--- src/hw/rtl/hslce_pkg.sv ---
`timescale 1ns / 1ps
// Shared types, codes and character tables for the HTTP status line code extractor.
// Used by the front parser, the record queue and the back end; depends on nothing.

package hslce_pkg;

  // Parser phase within one status line
  typedef enum logic [2:0] {
    PH_PREFIX,
    PH_SEEK,
    PH_CODE,
    PH_SEP,
    PH_DONE
  } phase_e;

  // Reported status codes
  typedef enum logic [2:0] {
    ST_OK        = 3'd0,
    ST_TOO_SHORT = 3'd1,
    ST_PREFIX    = 3'd2,
    ST_NO_SPACE  = 3'd3,
    ST_SHORT     = 3'd4,
    ST_SEP       = 3'd5,
    ST_NONDIGIT  = 3'd6
  } status_e;

  localparam logic [3:0] MinLineLen = 4'd9;
  localparam logic [3:0] VerStart   = 4'd5;
  localparam logic [3:0] PrefixLast = 4'd4;

  localparam logic [7:0] ChSpace = 8'h20;
  localparam logic [7:0] ChCr    = 8'h0d;
  localparam logic [7:0] ChLf    = 8'h0a;
  localparam logic [7:0] ChNul   = 8'h00;

  // Line state captured at the last byte, handed from front to back
  typedef struct packed {
    logic       short_line;
    logic       err_prefix;
    logic       err_sep;
    logic       err_digit;
    phase_e     phase;
    logic [1:0] digits;
    logic [9:0] code;
    logic       ver_ok;
    logic       sep_space;
  } line_rec_t;

  // One result item, packed as on the output bus
  typedef struct packed {
    logic       space_after_code;
    logic       version_known;
    logic [9:0] status_value;
    status_e    parse_status;
  } result_t;

  // Expected character of "HTTP/" at a given position
  function automatic logic [7:0] prefix_char(input logic [2:0] idx);
    logic [7:0] ch;
    case (idx)
      3'd0:    ch = 8'h48;
      3'd1:    ch = 8'h54;
      3'd2:    ch = 8'h54;
      3'd3:    ch = 8'h50;
      3'd4:    ch = 8'h2f;
      default: ch = 8'h00;
    endcase
    return ch;
  endfunction

  // Expected character of "1.1 " (minor_zero low) or "1.0 " (minor_zero high)
  function automatic logic [7:0] ver_char(input logic [1:0] idx, input logic minor_zero);
    logic [7:0] ch;
    case (idx)
      2'd0:    ch = 8'h31;
      2'd1:    ch = 8'h2e;
      2'd2:    ch = minor_zero ? 8'h30 : 8'h31;
      default: ch = ChSpace;
    endcase
    return ch;
  endfunction

endpackage

--- src/hw/rtl/hslce_front.sv ---
`timescale 1ns / 1ps
// Front end: per-byte parser that tracks prefix, version, code and separator.
// Emits one line record on the last byte; depends on hslce_pkg.

module hslce_front
  import hslce_pkg::*;
(
  input  logic      clk_i,
  input  logic      rst_ni,
  input  logic      byte_valid_i,
  input  logic [7:0] byte_i,
  input  logic      last_i,
  input  logic      rec_space_i,
  output logic      byte_ready_o,
  output logic      rec_push_o,
  output line_rec_t rec_o
);

  logic [3:0] pos_q, pos_d;
  phase_e     phase_q, phase_d;
  logic [1:0] digits_q, digits_d;
  logic [9:0] code_q, code_d;
  logic       err_prefix_q, err_prefix_d;
  logic       err_sep_q, err_sep_d;
  logic       err_digit_q, err_digit_d;
  logic [1:0] ver_match_q, ver_match_d;
  logic       sep_space_q, sep_space_d;

  logic       accept;
  logic [3:0] ver_rel;
  logic [9:0] code_x10;
  logic [1:0] digits_inc;

  assign byte_ready_o = rec_space_i;
  assign accept       = byte_valid_i && rec_space_i;
  assign ver_rel      = pos_q - VerStart;
  assign code_x10     = {code_q[6:0], 3'b000} + {code_q[8:0], 1'b0};
  assign digits_inc   = digits_q + 2'd1;

  // Work out the state after this byte
  always_comb begin
    pos_d        = pos_q;
    phase_d      = phase_q;
    digits_d     = digits_q;
    code_d       = code_q;
    err_prefix_d = err_prefix_q;
    err_sep_d    = err_sep_q;
    err_digit_d  = err_digit_q;
    ver_match_d  = ver_match_q;
    sep_space_d  = sep_space_q;

    if (pos_q >= VerStart && pos_q < MinLineLen) begin
      if (byte_i != ver_char(ver_rel[1:0], 1'b0)) ver_match_d[0] = 1'b0;
      if (byte_i != ver_char(ver_rel[1:0], 1'b1)) ver_match_d[1] = 1'b0;
    end

    case (phase_q)
      PH_PREFIX: begin
        if (pos_q <= PrefixLast && byte_i != prefix_char(pos_q[2:0])) err_prefix_d = 1'b1;
        if (pos_q >= PrefixLast) phase_d = PH_SEEK;
      end
      PH_SEEK: begin
        if (byte_i == ChSpace) phase_d = PH_CODE;
      end
      PH_CODE: begin
        if (byte_i inside {[8'h30:8'h39]}) begin
          code_d = code_x10 + {6'd0, byte_i[3:0]};
        end else begin
          err_digit_d = 1'b1;
        end
        digits_d = digits_inc;
        if (digits_inc == 2'd3) phase_d = PH_SEP;
      end
      PH_SEP: begin
        if (byte_i == ChSpace) begin
          sep_space_d = 1'b1;
        end else if (byte_i != ChCr && byte_i != ChLf && byte_i != ChNul) begin
          err_sep_d = 1'b1;
        end
        phase_d = PH_DONE;
      end
      default: ;
    endcase

    if (pos_q < MinLineLen) pos_d = pos_q + 4'd1;
  end

  // Snapshot the line for the back end on the last byte
  always_comb begin
    rec_o.short_line = pos_d < MinLineLen;
    rec_o.err_prefix = err_prefix_d;
    rec_o.err_sep    = err_sep_d;
    rec_o.err_digit  = err_digit_d;
    rec_o.phase      = phase_d;
    rec_o.digits     = digits_d;
    rec_o.code       = code_d;
    rec_o.ver_ok     = ver_match_d != 2'b00;
    rec_o.sep_space  = sep_space_d;
  end

  assign rec_push_o = accept && last_i;

  // Advance per byte; restart at the line end
  always_ff @(posedge clk_i or negedge rst_ni) begin
    if (!rst_ni) begin
      pos_q        <= 4'd0;
      phase_q      <= PH_PREFIX;
      digits_q     <= 2'd0;
      code_q       <= 10'd0;
      err_prefix_q <= 1'b0;
      err_sep_q    <= 1'b0;
      err_digit_q  <= 1'b0;
      ver_match_q  <= 2'b11;
      sep_space_q  <= 1'b0;
    end else if (accept) begin
      if (last_i) begin
        pos_q        <= 4'd0;
        phase_q      <= PH_PREFIX;
        digits_q     <= 2'd0;
        code_q       <= 10'd0;
        err_prefix_q <= 1'b0;
        err_sep_q    <= 1'b0;
        err_digit_q  <= 1'b0;
        ver_match_q  <= 2'b11;
        sep_space_q  <= 1'b0;
      end else begin
        pos_q        <= pos_d;
        phase_q      <= phase_d;
        digits_q     <= digits_d;
        code_q       <= code_d;
        err_prefix_q <= err_prefix_d;
        err_sep_q    <= err_sep_d;
        err_digit_q  <= err_digit_d;
        ver_match_q  <= ver_match_d;
        sep_space_q  <= sep_space_d;
      end
    end
  end

endmodule

--- src/hw/rtl/hslce_queue.sv ---
`timescale 1ns / 1ps
// Short queue of line records between the front parser and the back end.
// Register-array FIFO with a fill count; depends on hslce_pkg.

module hslce_queue
  import hslce_pkg::*;
#(
  parameter int unsigned Depth = 4
) (
  input  logic      clk_i,
  input  logic      rst_ni,
  input  logic      push_i,
  input  line_rec_t push_rec_i,
  output logic      space_o,
  input  logic      pop_i,
  output logic      avail_o,
  output line_rec_t pop_rec_o
);

  localparam int unsigned PtrW = (Depth > 1) ? $clog2(Depth) : 1;
  localparam int unsigned CntW = $clog2(Depth + 1);
  localparam logic [PtrW-1:0] PtrLast = PtrW'(Depth - 1);
  localparam logic [CntW-1:0] CntFull = CntW'(Depth);

  line_rec_t       mem_q [Depth];
  logic [PtrW-1:0] wr_ptr_q, rd_ptr_q;
  logic [CntW-1:0] count_q;

  assign space_o   = count_q != CntFull;
  assign avail_o   = count_q != '0;
  assign pop_rec_o = mem_q[rd_ptr_q];

  // Store pushed records
  always_ff @(posedge clk_i) begin
    if (push_i) mem_q[wr_ptr_q] <= push_rec_i;
  end

  // Move pointers and fill count
  always_ff @(posedge clk_i or negedge rst_ni) begin
    if (!rst_ni) begin
      wr_ptr_q <= '0;
      rd_ptr_q <= '0;
      count_q  <= '0;
    end else begin
      if (push_i) wr_ptr_q <= (wr_ptr_q == PtrLast) ? '0 : wr_ptr_q + PtrW'(1);
      if (pop_i)  rd_ptr_q <= (rd_ptr_q == PtrLast) ? '0 : rd_ptr_q + PtrW'(1);
      if (push_i && !pop_i)      count_q <= count_q + CntW'(1);
      else if (pop_i && !push_i) count_q <= count_q - CntW'(1);
    end
  end

endmodule

--- src/hw/rtl/hslce_back.sv ---
`timescale 1ns / 1ps
// Back end: judges a queued line record and holds the result in an output register.
// Depends on hslce_pkg.

module hslce_back
  import hslce_pkg::*;
(
  input  logic      clk_i,
  input  logic      rst_ni,
  input  logic      rec_avail_i,
  input  line_rec_t rec_i,
  output logic      rec_pop_o,
  output logic      res_valid_o,
  input  logic      res_ready_i,
  output result_t   res_o
);

  logic    valid_q;
  result_t res_q, res_d;
  status_e status;

  assign rec_pop_o   = rec_avail_i && (!valid_q || res_ready_i);
  assign res_valid_o = valid_q;
  assign res_o       = res_q;

  // Pick the first status that applies, in check order
  always_comb begin
    if (rec_i.short_line) begin
      status = ST_TOO_SHORT;
    end else if (rec_i.err_prefix) begin
      status = ST_PREFIX;
    end else if (rec_i.phase == PH_SEEK || (rec_i.phase == PH_CODE && rec_i.digits == 2'd0)) begin
      status = ST_NO_SPACE;
    end else if (rec_i.phase == PH_CODE) begin
      status = ST_SHORT;
    end else if (rec_i.err_sep) begin
      status = ST_SEP;
    end else if (rec_i.err_digit) begin
      status = ST_NONDIGIT;
    end else begin
      status = ST_OK;
    end
  end

  // Zero the info fields unless the line is good
  always_comb begin
    res_d.parse_status     = status;
    res_d.status_value     = (status == ST_OK) ? rec_i.code : 10'd0;
    res_d.version_known    = (status == ST_OK) && rec_i.ver_ok;
    res_d.space_after_code = (status == ST_OK) && rec_i.sep_space;
  end

  always_ff @(posedge clk_i) begin
    if (rec_pop_o) res_q <= res_d;
  end

  // Hold the result until the sink takes it
  always_ff @(posedge clk_i or negedge rst_ni) begin
    if (!rst_ni) begin
      valid_q <= 1'b0;
    end else if (rec_pop_o) begin
      valid_q <= 1'b1;
    end else if (res_ready_i) begin
      valid_q <= 1'b0;
    end
  end

endmodule

--- src/hw/rtl/http_status_line_code_extractor_top.sv ---
`timescale 1ns / 1ps
// Top level of the HTTP status line code extractor: front parser, record queue, back end.
// Depends on hslce_pkg, hslce_front, hslce_queue and hslce_back.
//
//   Channel   Direction  Payload (low bit up)                         Transfers
//   s_axis    in         tdata: line_byte[7:0]; tlast: end_of_line     one byte per line position
//   m_axis    out        tdata: parse_status[2:0], status_value[12:3], one per line
//                        version_known[13], space_after_code[14], 0
//
// One byte is taken every cycle while the record queue has space; the per-byte parser register
// set is the only loop. A line's result passes the queue, then the output register.
// Reset clears parser state, queue pointers and the output valid; no clearing pass.
// A stalled sink fills the result queue; input stalls only when QueueDepth records
// sit in the queue behind a held result, so QueueDepth + 1 results wait.

module http_status_line_code_extractor_top
  import hslce_pkg::*;
#(
  parameter int unsigned QueueDepth = 4
) (
  input  logic        clk_i,
  input  logic        rst_ni,
  input  logic        s_axis_tvalid,
  output logic        s_axis_tready,
  input  logic [7:0]  s_axis_tdata,  // line_byte[7:0]
  input  logic        s_axis_tlast,
  output logic        m_axis_tvalid,
  input  logic        m_axis_tready,
  output logic [15:0] m_axis_tdata   // parse_status, status_value, version_known,
                                     // space_after_code, zero fill
);

  logic      rec_push, rec_space, rec_pop, rec_avail;
  line_rec_t rec_in, rec_out;
  result_t   result;

  hslce_front u_front (
    .clk_i        (clk_i),
    .rst_ni       (rst_ni),
    .byte_valid_i (s_axis_tvalid),
    .byte_i       (s_axis_tdata),
    .last_i       (s_axis_tlast),
    .rec_space_i  (rec_space),
    .byte_ready_o (s_axis_tready),
    .rec_push_o   (rec_push),
    .rec_o        (rec_in)
  );

  hslce_queue #(
    .Depth (QueueDepth)
  ) u_queue (
    .clk_i      (clk_i),
    .rst_ni     (rst_ni),
    .push_i     (rec_push),
    .push_rec_i (rec_in),
    .space_o    (rec_space),
    .pop_i      (rec_pop),
    .avail_o    (rec_avail),
    .pop_rec_o  (rec_out)
  );

  hslce_back u_back (
    .clk_i       (clk_i),
    .rst_ni      (rst_ni),
    .rec_avail_i (rec_avail),
    .rec_i       (rec_out),
    .rec_pop_o   (rec_pop),
    .res_valid_o (m_axis_tvalid),
    .res_ready_i (m_axis_tready),
    .res_o       (result)
  );

  // Pad the packed result to whole bytes
  assign m_axis_tdata = {1'b0, result};

endmodule

--- config.mk ---
export PLATFORM = sky130hd
export DESIGN_NAME = http_status_line_code_extractor_top
export DESIGN_NICKNAME = d
export VERILOG_FILES = /design/src/hw/rtl/hslce_pkg.sv /design/src/hw/rtl/hslce_front.sv /design/src/hw/rtl/hslce_queue.sv /design/src/hw/rtl/hslce_back.sv /design/src/hw/rtl/http_status_line_code_extractor_top.sv
export SDC_FILE = /design/constraint.sdc
export NUM_CORES = 1
export LEC_CHECK = 0
export BUFFER_PORTS_ARGS = -buffer_cell sky130_fd_sc_hd__buf_2
export CAP_MARGIN = 20
export CORE_ASPECT_RATIO = 0.7
export CORE_MARGIN = 2
export CORE_UTILIZATION = 40
export DETAILED_ROUTE_END_ITERATION = 10
export PLACE_DENSITY = 0.66
export SYNTH_ARGS = -nofsm -noshare
export SYNTH_HDL_FRONTEND = slang
export SYNTH_SLANG_ARGS = --single-unit
--- constraint.sdc ---
create_clock -name clk_i -period 2.7 [get_ports clk_i]
set_input_delay 0.54 -clock clk_i [delete_from_list [all_inputs] [get_ports clk_i]]
set_output_delay 0.54 -clock clk_i [all_outputs]
set_load 0.05 [all_outputs]
# After elaboration in Yosys (flattened, before gate mapping)

Memory sizes are Yosys's and may differ from the RTL's.
Cells that the tools add are included.

RAM bits: 84
Input bits: 13
Memories kept: 1
Output and inout bits: 18
Register bits after elaboration: 48
Word-level logic and storage cells: 134

Memories:

| memory        | depth | bits a word | rd ports | clocked after Yosys merged registers in | write ports | RTL line          | RTL |
|---|---|---|---|---|---|---|---|
| u_queue.mem_q | 4     | 21          | 1        | 0                                       | 1           | hslce_queue.sv:25 | `line_rec_t mem_q [Depth];` |

Reductions and logical operators: 30
$add $sub $neg: 9
$lt $le $gt $ge: 7
Muxes and demuxes: 49
Equal/unequal tests: 21

Operators with widths:

| cell                                                           | number |
|---|---|
| two-way mux 3 bit                                              | 12 |
| two-way mux 10 bit                                             | 3 |
| one-hot mux 7 bit (4 select lines)                             | 1 |
| two-way mux 8 bit                                              | 3 |
| inequality test 8 bit                                          | 3 |
| two-way mux 1 bit                                              | 19 |
| inequality test 8 x 4 -> 1 bit, second input constant          | 2 |
| == test 3 x 2 -> 1 bit, second input constant                  | 5 |
| one-hot mux 5 bit (3 select lines)                             | 1 |
| logical AND 1 bit                                              | 13 |
| two-way mux 2 bit                                              | 6 |
| one-hot mux 3 bit (4 select lines)                             | 1 |
| adder 10 bit                                                   | 1 |
| adder 10 x 4 -> 10 bit                                         | 1 |
| one-hot mux 5 bit (2 select lines)                             | 1 |
| == test 3 x 1 -> 1 bit, second input constant                  | 3 |
| zero test 3 bit                                                | 3 |
| == test 2 bit, second input constant                           | 4 |
| == test 8 x 6 -> 1 bit, second input constant                  | 1 |
| >= comparator 4 x 3 -> 1 bit, second input constant            | 2 |
| >= comparator 8 x 6 -> 1 bit, second input constant            | 1 |
| less-or-equal comparator 8 x 6 -> 1 bit, second input constant | 1 |
| < comparator 4 bit, second input constant                      | 2 |
| two-way mux 4 bit                                              | 2 |
| 16 further kinds                                               | 25 |

# Logic depth before layout (Yosys ltp)

Gate-level depths: netlist of run 1.

Word-level depth: 9
Depth in mapped cells: 11
Mapped depth without buffers: 10

# Hierarchy

A second synthesis of run 1 with hierarchy kept.

Cell total of the unflattened synthesis: 445
Area, all modules: 6323.6 um^2

By module, submodules not included:

| module                              | sequential area each (um^2) | cells each | area an instance (um^2) | times used |
|---|---|---|---|---|
| hslce_queue                         | 2697.6                      | 148        | 3482.1                  | 1 |
| hslce_front                         | 628.1                       | 246        | 2142.1                  | 1 |
| hslce_back                          | 475.5                       | 49         | 688.2                   | 1 |
| http_status_line_code_extractor_top | 0.0                         | 2          | 11.3                    | 1 |

# Least setup slack after synthesis of run 1

Ideal clock, no wire load.

Path type: reg-to-reg
Start: register u_back.valid_q (netlist: u_back.res_valid_o)
End: register u_queue.count_q[1]
Cell stages (with the launch flop): 7
Buffers on the path: 0
Clock period less this slack: 2.718 ns
Arrival time: 2.593 ns
Library setup time: 0.125 ns
Data required time: 2.575 ns
Setup slack: -0.018 ns
Cells stage by stage: dfrtp_1 > a21oi_1 > inv_1 > ha_1 > inv_1 > fa_1 > mux2_2

Word-level cells in the longest chain between the ends: 6
Elaborated cells on any way between the ends: 8
Classes of those cells: 1 x mux; 7 x reduce/logical

RTL lines:

| element                                                        | RTL line                                  | RTL |
|---|---|---|
| start: declaration                                             | hslce_back.sv:18                          | `logic valid_q;` |
| start signal: assignment                                       | hslce_back.sv:60                          | `valid_q <= 1'b0;` |
| start signal: assignment                                       | hslce_back.sv:62                          | `valid_q <= 1'b1;` |
| start signal: assignment                                       | hslce_back.sv:64                          | `valid_q <= 1'b0;` |
| zero test 1 bit (*)                                            | hslce_back.sv:22                          | `assign rec_pop_o = rec_avail_i && (!valid_q \|\| res_ready_i);` |
| logical OR 1 bit (*)                                           | hslce_back.sv:22                          |  |
| logical AND 1 bit (*)                                          | hslce_back.sv:22                          |  |
| via rec_pop                                                    | http_status_line_code_extractor_top.sv:33 | `logic rec_push, rec_space, rec_pop, rec_avail;` |
| zero test 1 bit                                                | hslce_queue.sv:47                         | `if (push_i && !pop_i) count_q <= count_q + CntW'(1);` |
| logical AND 1 bit                                              | hslce_queue.sv:47                         |  |
| two-way mux 3 bit / nonzero test 2 bit (equally long branches) | --                                        |  |
| end signal: assignment                                         | hslce_queue.sv:47                         |  |
| end signal: assignment                                         | hslce_queue.sv:48                         | `else if (pop_i && !push_i) count_q <= count_q - CntW'(1);` |
| end: declaration                                               | hslce_queue.sv:27                         | `logic [CntW-1:0] count_q;` |

Mark *: on every way through the listed nets, which the timed path passes. The rest lies on a longest branch.
A chain may end at the register's enable or synchronous reset.

==> reports/metrics.yaml, run 1 <==
drt:
  wire_per_inst_um: 17.4
  drt_wl_total_um: 12300
  dr.pass1.iters: 5
  ant_nets: 0
  routed-via-count: 3738
  route.detailed.drc: 0
  vias_per_cell: 5.26
  drtIter0Drc: 207
worst_setup_path:
  r2r_end: "u_queue.mem_q[3][8]"
  endpoint_kind: "register"
  r2r_setup_slack_ps: 130
  critPathMaxFanout: 4
  r2r_start: "u_front.code_q[0]"
  worstRegToRegCells: 9
  cp_data_arrival_time_ps: 2700
  worstSetupStartpointType: "register"
  crit_type: "register to register"
  cp.required_ps: 2830
finish:
  area_delta_synth_final_pct: 18.3
  layout.nets: 544
  antenna_cells: 0
  stdcell_count: 711
  drive_above_1_share_pct: 24.7
sta:
  fmax_ghz: 0.388
  max_slew_margin_pct: 47.3
  drv_slew: 0
  rsz0062_at_grt: "false"
  finalCriticalPeriod_ps: 2570
  finalCritPeriodShare_pct: 95.3
  setup_viol: 0
  skew_ps: 10.4
  tightest_slew_ps: 790
  hold_violations: 0
power_and_ir_drop:
  peakVddDrop_v: 0.000521
  combPwrFrac_pct: 33.8
  p_sw_share_pct: 33.4
  p_clk_share_pct: 29.0
  p_total_mw: 7.92
  p_leak_nw: 2.90
  power_density_mw_per_mm2: 1060
  pwr-share-seq_pct: 37.1
  p_sw_mw: 2.65
  internal_power_mw: 5.27
clocking:
  h-tree-depth: 4
  post-cts-setup-buffer-count: 0
  cts_made_buffers: 17
  clk_pin_slew_ps: 60
  cts_num_sinks: 132
  tritoncts: "done"
  hold_buffers: 0
  clkLatencyLatePin_ps: 420
  post_cts_resized: 0
  clockRootBuffer: "clkbuf_16"
  ctsLongestPathBuffers: 2
floorplanning:
  die_x_um: 154
  core_area_mm2: 0.0155
  pin_count: 31
  rows: 38
  initial_core_util_pct: 40.8
  die_area_mm2: 0.0168
  die_h_um: 109
placed_design:
  port_buffers: 29
  dp_hpwl_um: 8580
  place.gp.congestion: 0.910
  dp.cells: 680
synthesis:
  synthCells: 443
  synth_ff_type: "edfxtp_1"
  async_flop_share_pct: 25.0
  ys_types: 62
  syn_area_mm2: 0.00630
  synth_edf_count: 99
  yosysSeqAreaShare_pct: 60.3
  yosysWarnings: 0
  avgSynthCellArea_um2: 14.2
  synth_seq_cells: 132
  syn_nets: 488
status:
  status: "finished clean"
hold_path:
  hold_class: "input port to async pin"
flow_run:
  cap_violations: 0
grt:
  antenna_found_initial: 0
  grt_pass1_vias: 3779
  grtUsageTotal_pct: 16.2
  grt_pass1_wl_um: 20300
  overflow: 0
  grt_max_degree: 34
-- stage by stage --
step                instance area [um2]  setup TNS, ps  setup WS (ps)  utilization (%)  hold slack [ps]
floorplan                          6310              0           14.2                -              244
detailed placement                 6860          -5450           -299             44.4              485
global route                       7450              0           5.57             48.2              257
CTS                                7450              0           6.11             48.2              230
global placement                   6780          -4140           -241             43.9              471
finish                             7450              0            126             48.2              200
-- per-layer routing --
| layer | GRT usage (%) | up-vias | routed length (um) |
|---|---|---|---|
| met1 | 23.4 | 1861 | 6260 |
| met3 | 5.01 | 12 | 752 |
| met2 | 23.7 | 74 | 5240 |
| met5 | 0 | - | 0 |
| met4 | 4.41 | 0 | 96 |
| li1 | - | 1791 | - |
-- layout by cell type (no fill, tap or decap), types with 13 or more instances in the layout --
master and instances:
edfxtp_1 99, dfrtp_1 31, ha_1 29, buf_2 29, nand2_1 27, inv_1 23, nor2_1 22, buf_4 22
clkbuf_16 17, o21ai_1 15, mux4_2 14, a21oi_1 13
-- critical path, cell delays in order, from the launching register on --
cell	delay, ps
dfrtp_1	340
inv_1	70
fa_1	500
inv_1	70
fa_1	450
buf_4	160
a21o_1	170
a21oi_1	170
xor2_1	210
o21ai_1	150
-- sequential cells by signal, indices dropped and copies added (netlist names), 2 cells and up --
name	flops
u_back.res_o	15
u_front.code_q	10
u_front.digits_q	2
u_front.phase_q	3
u_front.pos_q	4
u_front.ver_match_q	2
u_queue.count_q	3
u_queue.mem_q	84
u_queue.rd_ptr_q	2
u_queue.wr_ptr_q	2
-- cell usage after synthesis, types with 4 or more instances --
master	number	area [um2]
xnor2_1	8	70.1
a22o_1	5	43.8
nor2_1	22	82.6
ha_1	29	363
edfxtp_1	99	2970
mux4_1	6	158
xor2_1	9	78.8
and3_1	6	37.5
a21o_1	6	45.0
dfrtp_1	31	776
clkbuf_1	12	45.0
o31ai_1	8	60.1
o22ai_1	4	25.0
nor3_1	8	40.0
inv_1	23	86.3
nand2_1	27	101
mux4_2	14	315
nor2b_2	8	70.1
a22oi_1	4	30.0
o21ai_0	13	65.1
a21oi_1	15	75.1
o21ai_1	13	65.1
-- area by class of cell --
cell class | instances | area [um2]
Inverter | 24 | 90.1
Fill cell | 1304 | 8000
Multi-Input combinational cell | 269 | 2330
Sequential cell | 132 | 3800
Clock buffer | 18 | 429
Clock inverter | 13 | 159
Tap cell | 200 | 250
Timing Repair Buffer | 55 | 395
-- how the worst max path moves through the flow --
| stage | startpoint | end | slack [ps] |
|---|---|---|---|
| floorplan | s_axis_tdata[3] | u_queue.mem_q[0][10] | 10 |
| global placement | s_axis_tdata[3] | u_queue.mem_q[0][10] | -240 |
| detailed placement | s_axis_tdata[3] | u_queue.mem_q[0][9] | -300 |
| CTS | u_front.code_q[0] | u_queue.mem_q[2][9] | 6 |
| global route | u_front.code_q[0] | u_queue.mem_q[2][8] | 6 |
| finish | u_front.code_q[0] | u_queue.mem_q[3][8] | 130 |
-- kinds of logic after synthesis --
logic type / Yosys count / synth area share, %
other cells: 1 / 0.0595
buf+inv: 42 / 2.84
mux: 26 / 8.58
flops: 132 / 60.3
compound gates: 93 / 10.1
fa+ha+maj: 32 / 6.71
xor+xnor: 17 / 2.36
simple gates: 100 / 9.03
-- power groups by stage --
stage | clock network (mW) | registers, mW | logic [mW]
finish | 2.30 | 2.94 | 2.68
global route | 2.45 | 2.99 | 2.94
CTS | 2.33 | 2.94 | 2.69
detailed placement | 0 | 2.98 | 2.65
global placement | 0 | 2.96 | 2.55
floorplan | 0 | 3.12 | 1.74
Power figures use the tool's default switching activity.
==> run 2, diff against run 1 <==
--- a/config.mk
+++ b/config.mk
@@ -11,7 +11,7 @@
 export CORE_MARGIN = 2
 export CORE_UTILIZATION = 40
 export DETAILED_ROUTE_END_ITERATION = 10
-export PLACE_DENSITY = 0.66
+export PLACE_DENSITY = 0.65
 export SYNTH_ARGS = -nofsm -noshare
 export SYNTH_HDL_FRONTEND = slang
 export SYNTH_SLANG_ARGS = --single-unit
==> reports/metrics.yaml, run 2 (same netlist as run 1, synthesis figures left out) <==
sta:
  drv_slew: 0  # unchanged
  setup_viol: 0  # unchanged
  tightest_slew_ps: 821  # +30.3 ps
  fin_hold_ws_ps: 214  # +13.3 ps
  rsz0062_at_grt: "false"
  finalCriticalPeriod_ps: 2550  # -19.9 ps
  finalCritPeriodShare_pct: 94.6  # -0.74 points
  hold_violations: 0  # unchanged
  max_slew_margin_pct: 45.3  # -2.0 points
  fmax_ghz: 0.392  # +0.78%
  skew_ps: 13.6  # +3.14 ps
clocking:
  clk_pin_slew_ps: 60  # about the same
  tritoncts: "done"
  hold_buffers: 0  # unchanged
  clkLatencyLatePin_ps: 420  # about the same
  ctsLongestPathBuffers: 2  # unchanged
  clockRootBuffer: "clkbuf_16"
  h-tree-depth: 4  # unchanged
  post-cts-setup-buffer-count: 0  # unchanged
  cts_num_sinks: 132  # unchanged
  cts_made_buffers: 17  # unchanged
finish:
  mostFrequentLayoutCell: "edfxtp_1"
  layout.nets: 543  # -0.18%
  antenna_cells: 0  # unchanged
  drive_above_1_share_pct: 25.6  # +0.98 points
  area_delta_synth_final_pct: 17.5
  post-route-cell-area_mm2: 0.00740  # -0.67%
  top_register: "u_queue.mem_q"
  num-fill-cells: 1297  # -0.54%
  largest_reg_flops: 84  # unchanged
  layout_common_cells: "99 x edfxtp_1, 30 x dfrtp_1, 29 x ha_1, 29 x buf_2, 27 x nand2_1"
floorplanning:
  core_area_mm2: 0.0155  # unchanged
  die_h_um: 109  # unchanged
  initial_core_util_pct: 40.8  # unchanged
  die_area_mm2: 0.0168  # unchanged
  die_x_um: 154  # unchanged
  rows: 38  # unchanged
  pin_count: 31  # unchanged
placed_design:
  port_buffers: 29  # unchanged
  place_area_mm2: 0.00683  # -0.51%
  place.gp.congestion: 0.849  # -6.8%
  dp_hpwl_um: 8680  # +1.2%
drt:
  drt_wl_total_um: 12700  # +2.9%
  ant_nets: 0  # unchanged
  wire_per_inst_um: 17.9  # +2.9%
  dr.pass1.iters: 4  # -1
  drtIter0Drc: 241  # +16%
  vias_per_cell: 5.29  # +0.67%
  route.detailed.drc: 0  # unchanged
  routed-via-count: 3763  # +0.67%
worst_setup_path:
  path_cells: "inv_1 > fa_1 > inv_1 > ha_1 > a21o_1 > a21oi_1 > o21ai_0 > xnor2_1 > o21ai_1"
  crit_type: "register to register"
  crit_top_cell: "inv_1"
  cp_data_arrival_time_ps: 2690  # about the same
  critPathMaxStageDelay_ps: 500  # about the same
  crit_family: "adder cells"
  critPathMaxFanout: 4  # unchanged
  cp.required_ps: 2840  # about the same
  critPathSlowestCell: "fa_1"
  worstSetupStartpointType: "register"
  cp_num_buf_inv: 2  # -1
  endpoint_kind: "register"
grt:
  grt_max_degree: 34  # unchanged
  overflow: 0  # unchanged
  antenna_found_initial: 0  # unchanged
  grtUsageTotal_pct: 16.4  # +0.23 points
  grt_pass1_wl_um: 20400  # +0.27%
  grt_pass1_vias: 3744  # -0.93%
status:
  status: "finished clean"
flow_run:
  cap_violations: 0  # unchanged
power_and_ir_drop:
  power_density_mw_per_mm2: 1050  # -1.5%
  peakVddDrop_v: 0.000500  # -4.2%
  p_leak_nw: 2.87  # -1.1%
hold_path:
  hold_class: "input port to async pin"
run 2: worst paths after layout:
path                            slack [ps]  depth (start not counted)                   to          startpoint
worst max-delay path                   150                          9  u_queue.mem_q[3][9]   u_front.code_q[0]
worst min-delay path                   210                          1  u_front.digits_q[1]              rst_ni
max in group asynchronous             1900                          1  u_queue.rd_ptr_q[0]              rst_ni
min in group clk_i                     310                          2   u_back.res_valid_o       m_axis_tready
worst min register to register         490                          1   u_queue.count_q[2]  u_queue.count_q[2]
worst max register to register         150                          9  u_queue.mem_q[3][9]   u_front.code_q[0]
run 2: repair_timing:
item | CTS | global route
pin swaps | 0 | 3
setup endpoints to repair | 4 | 21
endpoints found under the hold margin | 0 | 0
cloned | 0 | 0
gates resized for setup | 1 | 8
run 2: per-stage QoR:
step                      instances  utilization [%]  worst slack [ps]  setup TNS [ps]  power [mW]
after floorplan                 443                -              14.2               0        4.87
after global placement          677             43.9              -277           -4040        5.50
after detailed placement        679             44.2              -313           -5030        5.61
after CTS                       711             47.8              25.9               0        7.79
after global routing            711             47.9              18.3               0        8.18
final                           711             47.9               146               0        7.75
run 2: where the power goes:
| part | switching, mW | internal (mW) |
|---|---|---|
| logic | 1.52 | 1.11 |
| registers | 0.270 | 2.70 |
| clock network | 0.867 | 1.29 |
| total | 2.66 | 5.09 |
run 2: layout make-up:
cell class / count / area, um2 / share of cell area, %
clock buffer: 20 / 447 / 6.03
clock inverter: 12 / 106 / 1.44
inverter: 24 / 90.1 / 1.22
multi-input combinational: 269 / 2350 / 31.7
sequential: 132 / 3800 / 51.4
tap: 200 / 250 / 3.38
timing repair buffer: 54 / 360 / 4.87
run 2: worst reg2reg max path: stages, from the launching register on:
cell	delay, ps
dfrtp_1	360
inv_1	70
fa_1	500
inv_1	70
ha_1	290
a21o_1	160
a21oi_1	290
o21ai_0	180
xnor2_1	220
o21ai_1	140
run 2: layer usage:
| metal | vias to the layer above | GRT usage, % | share of wire [%] |
|---|---|---|---|
| met1 | 1879 | 23.9 | 50 |
| met3 | 15 | 3.42 | 4.5 |
| met4 | 0 | 7.34 | 1.4 |
| li1 | 1782 | - | - |
| met2 | 87 | 23.8 | 44 |
| met5 | - | 0 | 0 |
==> run 3, diff against run 2 <==
--- a/config.mk
+++ b/config.mk
@@ -12,6 +12,8 @@
 export CORE_UTILIZATION = 40
 export DETAILED_ROUTE_END_ITERATION = 10
 export PLACE_DENSITY = 0.65
+export SKIP_CTS_REPAIR_TIMING = 1
 export SYNTH_ARGS = -nofsm -noshare
 export SYNTH_HDL_FRONTEND = slang
+export SYNTH_HIERARCHICAL = 1
 export SYNTH_SLANG_ARGS = --single-unit
==> reports/metrics.yaml, run 3 <==
worst_setup_path:
  cp_data_arrival_time_ps: 2680  # about the same
  cp.required_ps: 2810  # -30 ps
  worstSetupStartpointType: "register"
  r2r_setup_slack_ps: 130  # -20 ps
  critPathMaxFanout: 6  # +2
  endpoint_kind: "register"
  crit_type: "register to register"
synthesis:
  yosysWarnings: 6  # +6
  netlist.area_leader.share_pct: 47.0  # -0.16 points
  synth.area.top_cells: "edfxtp_1 47%, dfrtp_1 12%, mux4_2 6.4%"
  synth_edf_count: 99  # unchanged
  yosysMostFrequentCell: "edfxtp_1"
  avgSynthCellArea_um2: 14.2  # -0.11%
  syn_area_mm2: 0.00632  # +0.34%
  synth_seq_cells: 132  # unchanged
  synth_common_cells: "99 x edfxtp_1, 31 x dfrtp_1, 29 x ha_1"
  synth_ff_type: "edfxtp_1"
  yosysSeqAreaShare_pct: 60.1  # -0.20 points
  syn_nets: 490  # +0.41%
  synthCells: 445  # +0.45%
  ys_types: 61  # -1.6%
  synth_top_area_cell: "edfxtp_1"
  async_flop_share_pct: 25.0  # unchanged
floorplanning:
  die_x_um: 154  # +0.17%
  initial_core_util_pct: 40.8  # about the same
  core_area_mm2: 0.0155  # +0.31%
  pin_count: 31  # unchanged
  die_area_mm2: 0.0168  # +0.33%
  die_h_um: 109  # +0.16%
  rows: 38  # unchanged
finish:
  area_delta_synth_final_pct: 16.4
  drive_above_1_share_pct: 24.3  # -1.3 points
  layout_common_cells: "99 x edfxtp_1, 31 x dfrtp_1, 29 x buf_2, 29 x ha_1, 27 x nand2_1"
  mostFrequentLayoutCell: "edfxtp_1"
  largest_reg_flops: 84  # unchanged
  layout.nets: 538  # -0.92%
  post-route-cell-area_mm2: 0.00736  # -0.59%
  fin_util_pct: 47.5  # -0.43 points
  num-fill-cells: 1332  # +2.7%
  top_register: "u_queue/mem_q"
  antenna_cells: 0  # unchanged
grt:
  grt_max_degree: 34  # unchanged
  antenna_found_initial: 0  # unchanged
  grtUsageTotal_pct: 16.2  # -0.20 points
  overflow: 0  # unchanged
  grt_pass1_vias: 3671  # -1.9%
  grt_pass1_wl_um: 20100  # -1.2%
clocking:
  tritoncts: "done"
  h-tree-depth: 4  # unchanged
  clk_pin_slew_ps: 60  # about the same
  clkLatencyLatePin_ps: 410  # about the same
  clockRootBuffer: "clkbuf_16"
  cts_num_sinks: 132  # unchanged
  ctsLongestPathBuffers: 2  # unchanged
  cts_made_buffers: 17  # unchanged
hold_path:
  hold_class: "input port to async pin"
sta:
  max_slew_margin_pct: 42.4  # -2.9 points
  skew_ps: 8.99  # -4.57 ps
  rsz0062_at_grt: "false"
  finalCritPeriodShare_pct: 95.2  # +0.57 points
  finalCriticalPeriod_ps: 2570  # +15.5 ps
  fmax_ghz: 0.389  # -0.60%
  setup_viol: 0  # unchanged
  drv_slew: 0  # unchanged
  tightest_slew_ps: 854  # +33.8 ps
  hold_violations: 0  # unchanged
  timing.final.ws_setup_ps: 130  # -15.5 ps
drt:
  wire_per_inst_um: 18.1  # +1.4%
  ant_nets: 0  # unchanged
  drt_wl_total_um: 12800  # +0.65%
  routed-via-count: 3758  # -0.13%
  dr.pass1.iters: 4  # unchanged
  drtIter0Drc: 263  # +9.1%
  route.detailed.drc: 0  # unchanged
  vias_per_cell: 5.32  # +0.57%
placed_design:
  place.gp.congestion: 0.836  # -1.4%
  port_buffers: 29  # unchanged
  dp_slack_ps: -64.9  # +248 ps
  place_area_mm2: 0.00675  # -1.2%
  dp_hpwl_um: 8760  # +0.82%
power_and_ir_drop:
  power_density_mw_per_mm2: 977  # -6.6%
  p_leak_nw: 2.89  # +0.64%
  peakVddDrop_v: 0.000465  # -6.9%
status:
  status: "finished clean"
flow_run:
  cap_violations: 0  # unchanged
run 3: cell count changes in the layout (fill, tap and decap cells not counted), moves of 4 or more:
cell	previous run	this run
mux4_2	14	18
and2_1	1	18
nand3_1	2	6
o21ai_1	15	2
a22o_1	5	9
and3_1	6	2
o31ai_1	8	3
mux2_2	3	8
nor2b_2	8	0
o21ai_0	10	22
run 3: per-layer routing:
metal	GRT usage (%)	vias up	wire length (um)
met5	0	-	0
met4	4.76	0	97
met3	3.93	12	562
met2	23.4	89	5580
met1	24.3	1886	6540
li1	-	1771	-
run 3: final cells by class:
| cell class | instances | area (um2) | area share [%] |
|---|---|---|---|
| clock buffer | 21 | 450 | 6.12 |
| clock inverter | 11 | 153 | 2.07 |
| inverter | 20 | 75.1 | 1.02 |
| multi-input combinational | 269 | 2290 | 31.2 |
| sequential | 132 | 3800 | 51.6 |
| tap | 200 | 250 | 3.40 |
| timing repair buffer | 53 | 338 | 4.59 |
run 3: worst max-delay path, stage by stage, from the launching register on:
cell	delay [ps]
dfrtp_1	430
inv_1	150
ha_1	310
a2111oi_2	390
a31oi_1	70
or4_1	460
nor3_2	240
o21bai_1	210
run 3: path summary, 6_finish.rpt:
path / start / endpoint / cells after the start
max: u_front/pos_q[1] / u_queue/mem_q[0][19] / 7
min: rst_ni / u_queue/rd_ptr_q[1] / 1
max reg2reg: u_front/pos_q[1] / u_queue/mem_q[0][19] / 7
min reg2reg: u_queue/count_q[2] / u_queue/count_q[2] / 1
max in group asynchronous: rst_ni / u_front/phase_q[1] / 1
min in group clk_i: m_axis_tready / u_back/res_valid_o / 3
run 3: cell families (layout without fill, tap and decap cells):
family | Yosys count | count (layout) | synth area share, %
adder cells (fa/ha/maj) | 32 | 32 | 6.69
other | 1 | 1 | 0.0593
XOR/XNOR | 19 | 19 | 2.63
buffers and inverters | 44 | 105 | 3.90
flip-flops | 132 | 132 | 60.1
multiplexers | 29 | 29 | 9.08
AND/OR/NAND/NOR | 105 | 105 | 8.92
AO/OA/AOI/OAI | 83 | 83 | 8.61
run 3: power by group:
| group | total (mW) | switching, mW | internal [mW] |
|---|---|---|---|
| Clock | 2.33 | 0.844 | 1.48 |
| Combinational | 2.11 | 1.25 | 0.861 |
| Sequential | 2.76 | 0.206 | 2.55 |
run 3: stage by stage:
stage               std cells  setup TNS (ps)  hold WS (ps)  power, mW
floorplan                 445               0           244       4.42
global placement          674            -143           465       4.85
detailed placement        674            -259           478       4.91
CTS                       706               0           259       7.26
global route              706               0           294       7.56
finish                    706               0           239       7.19
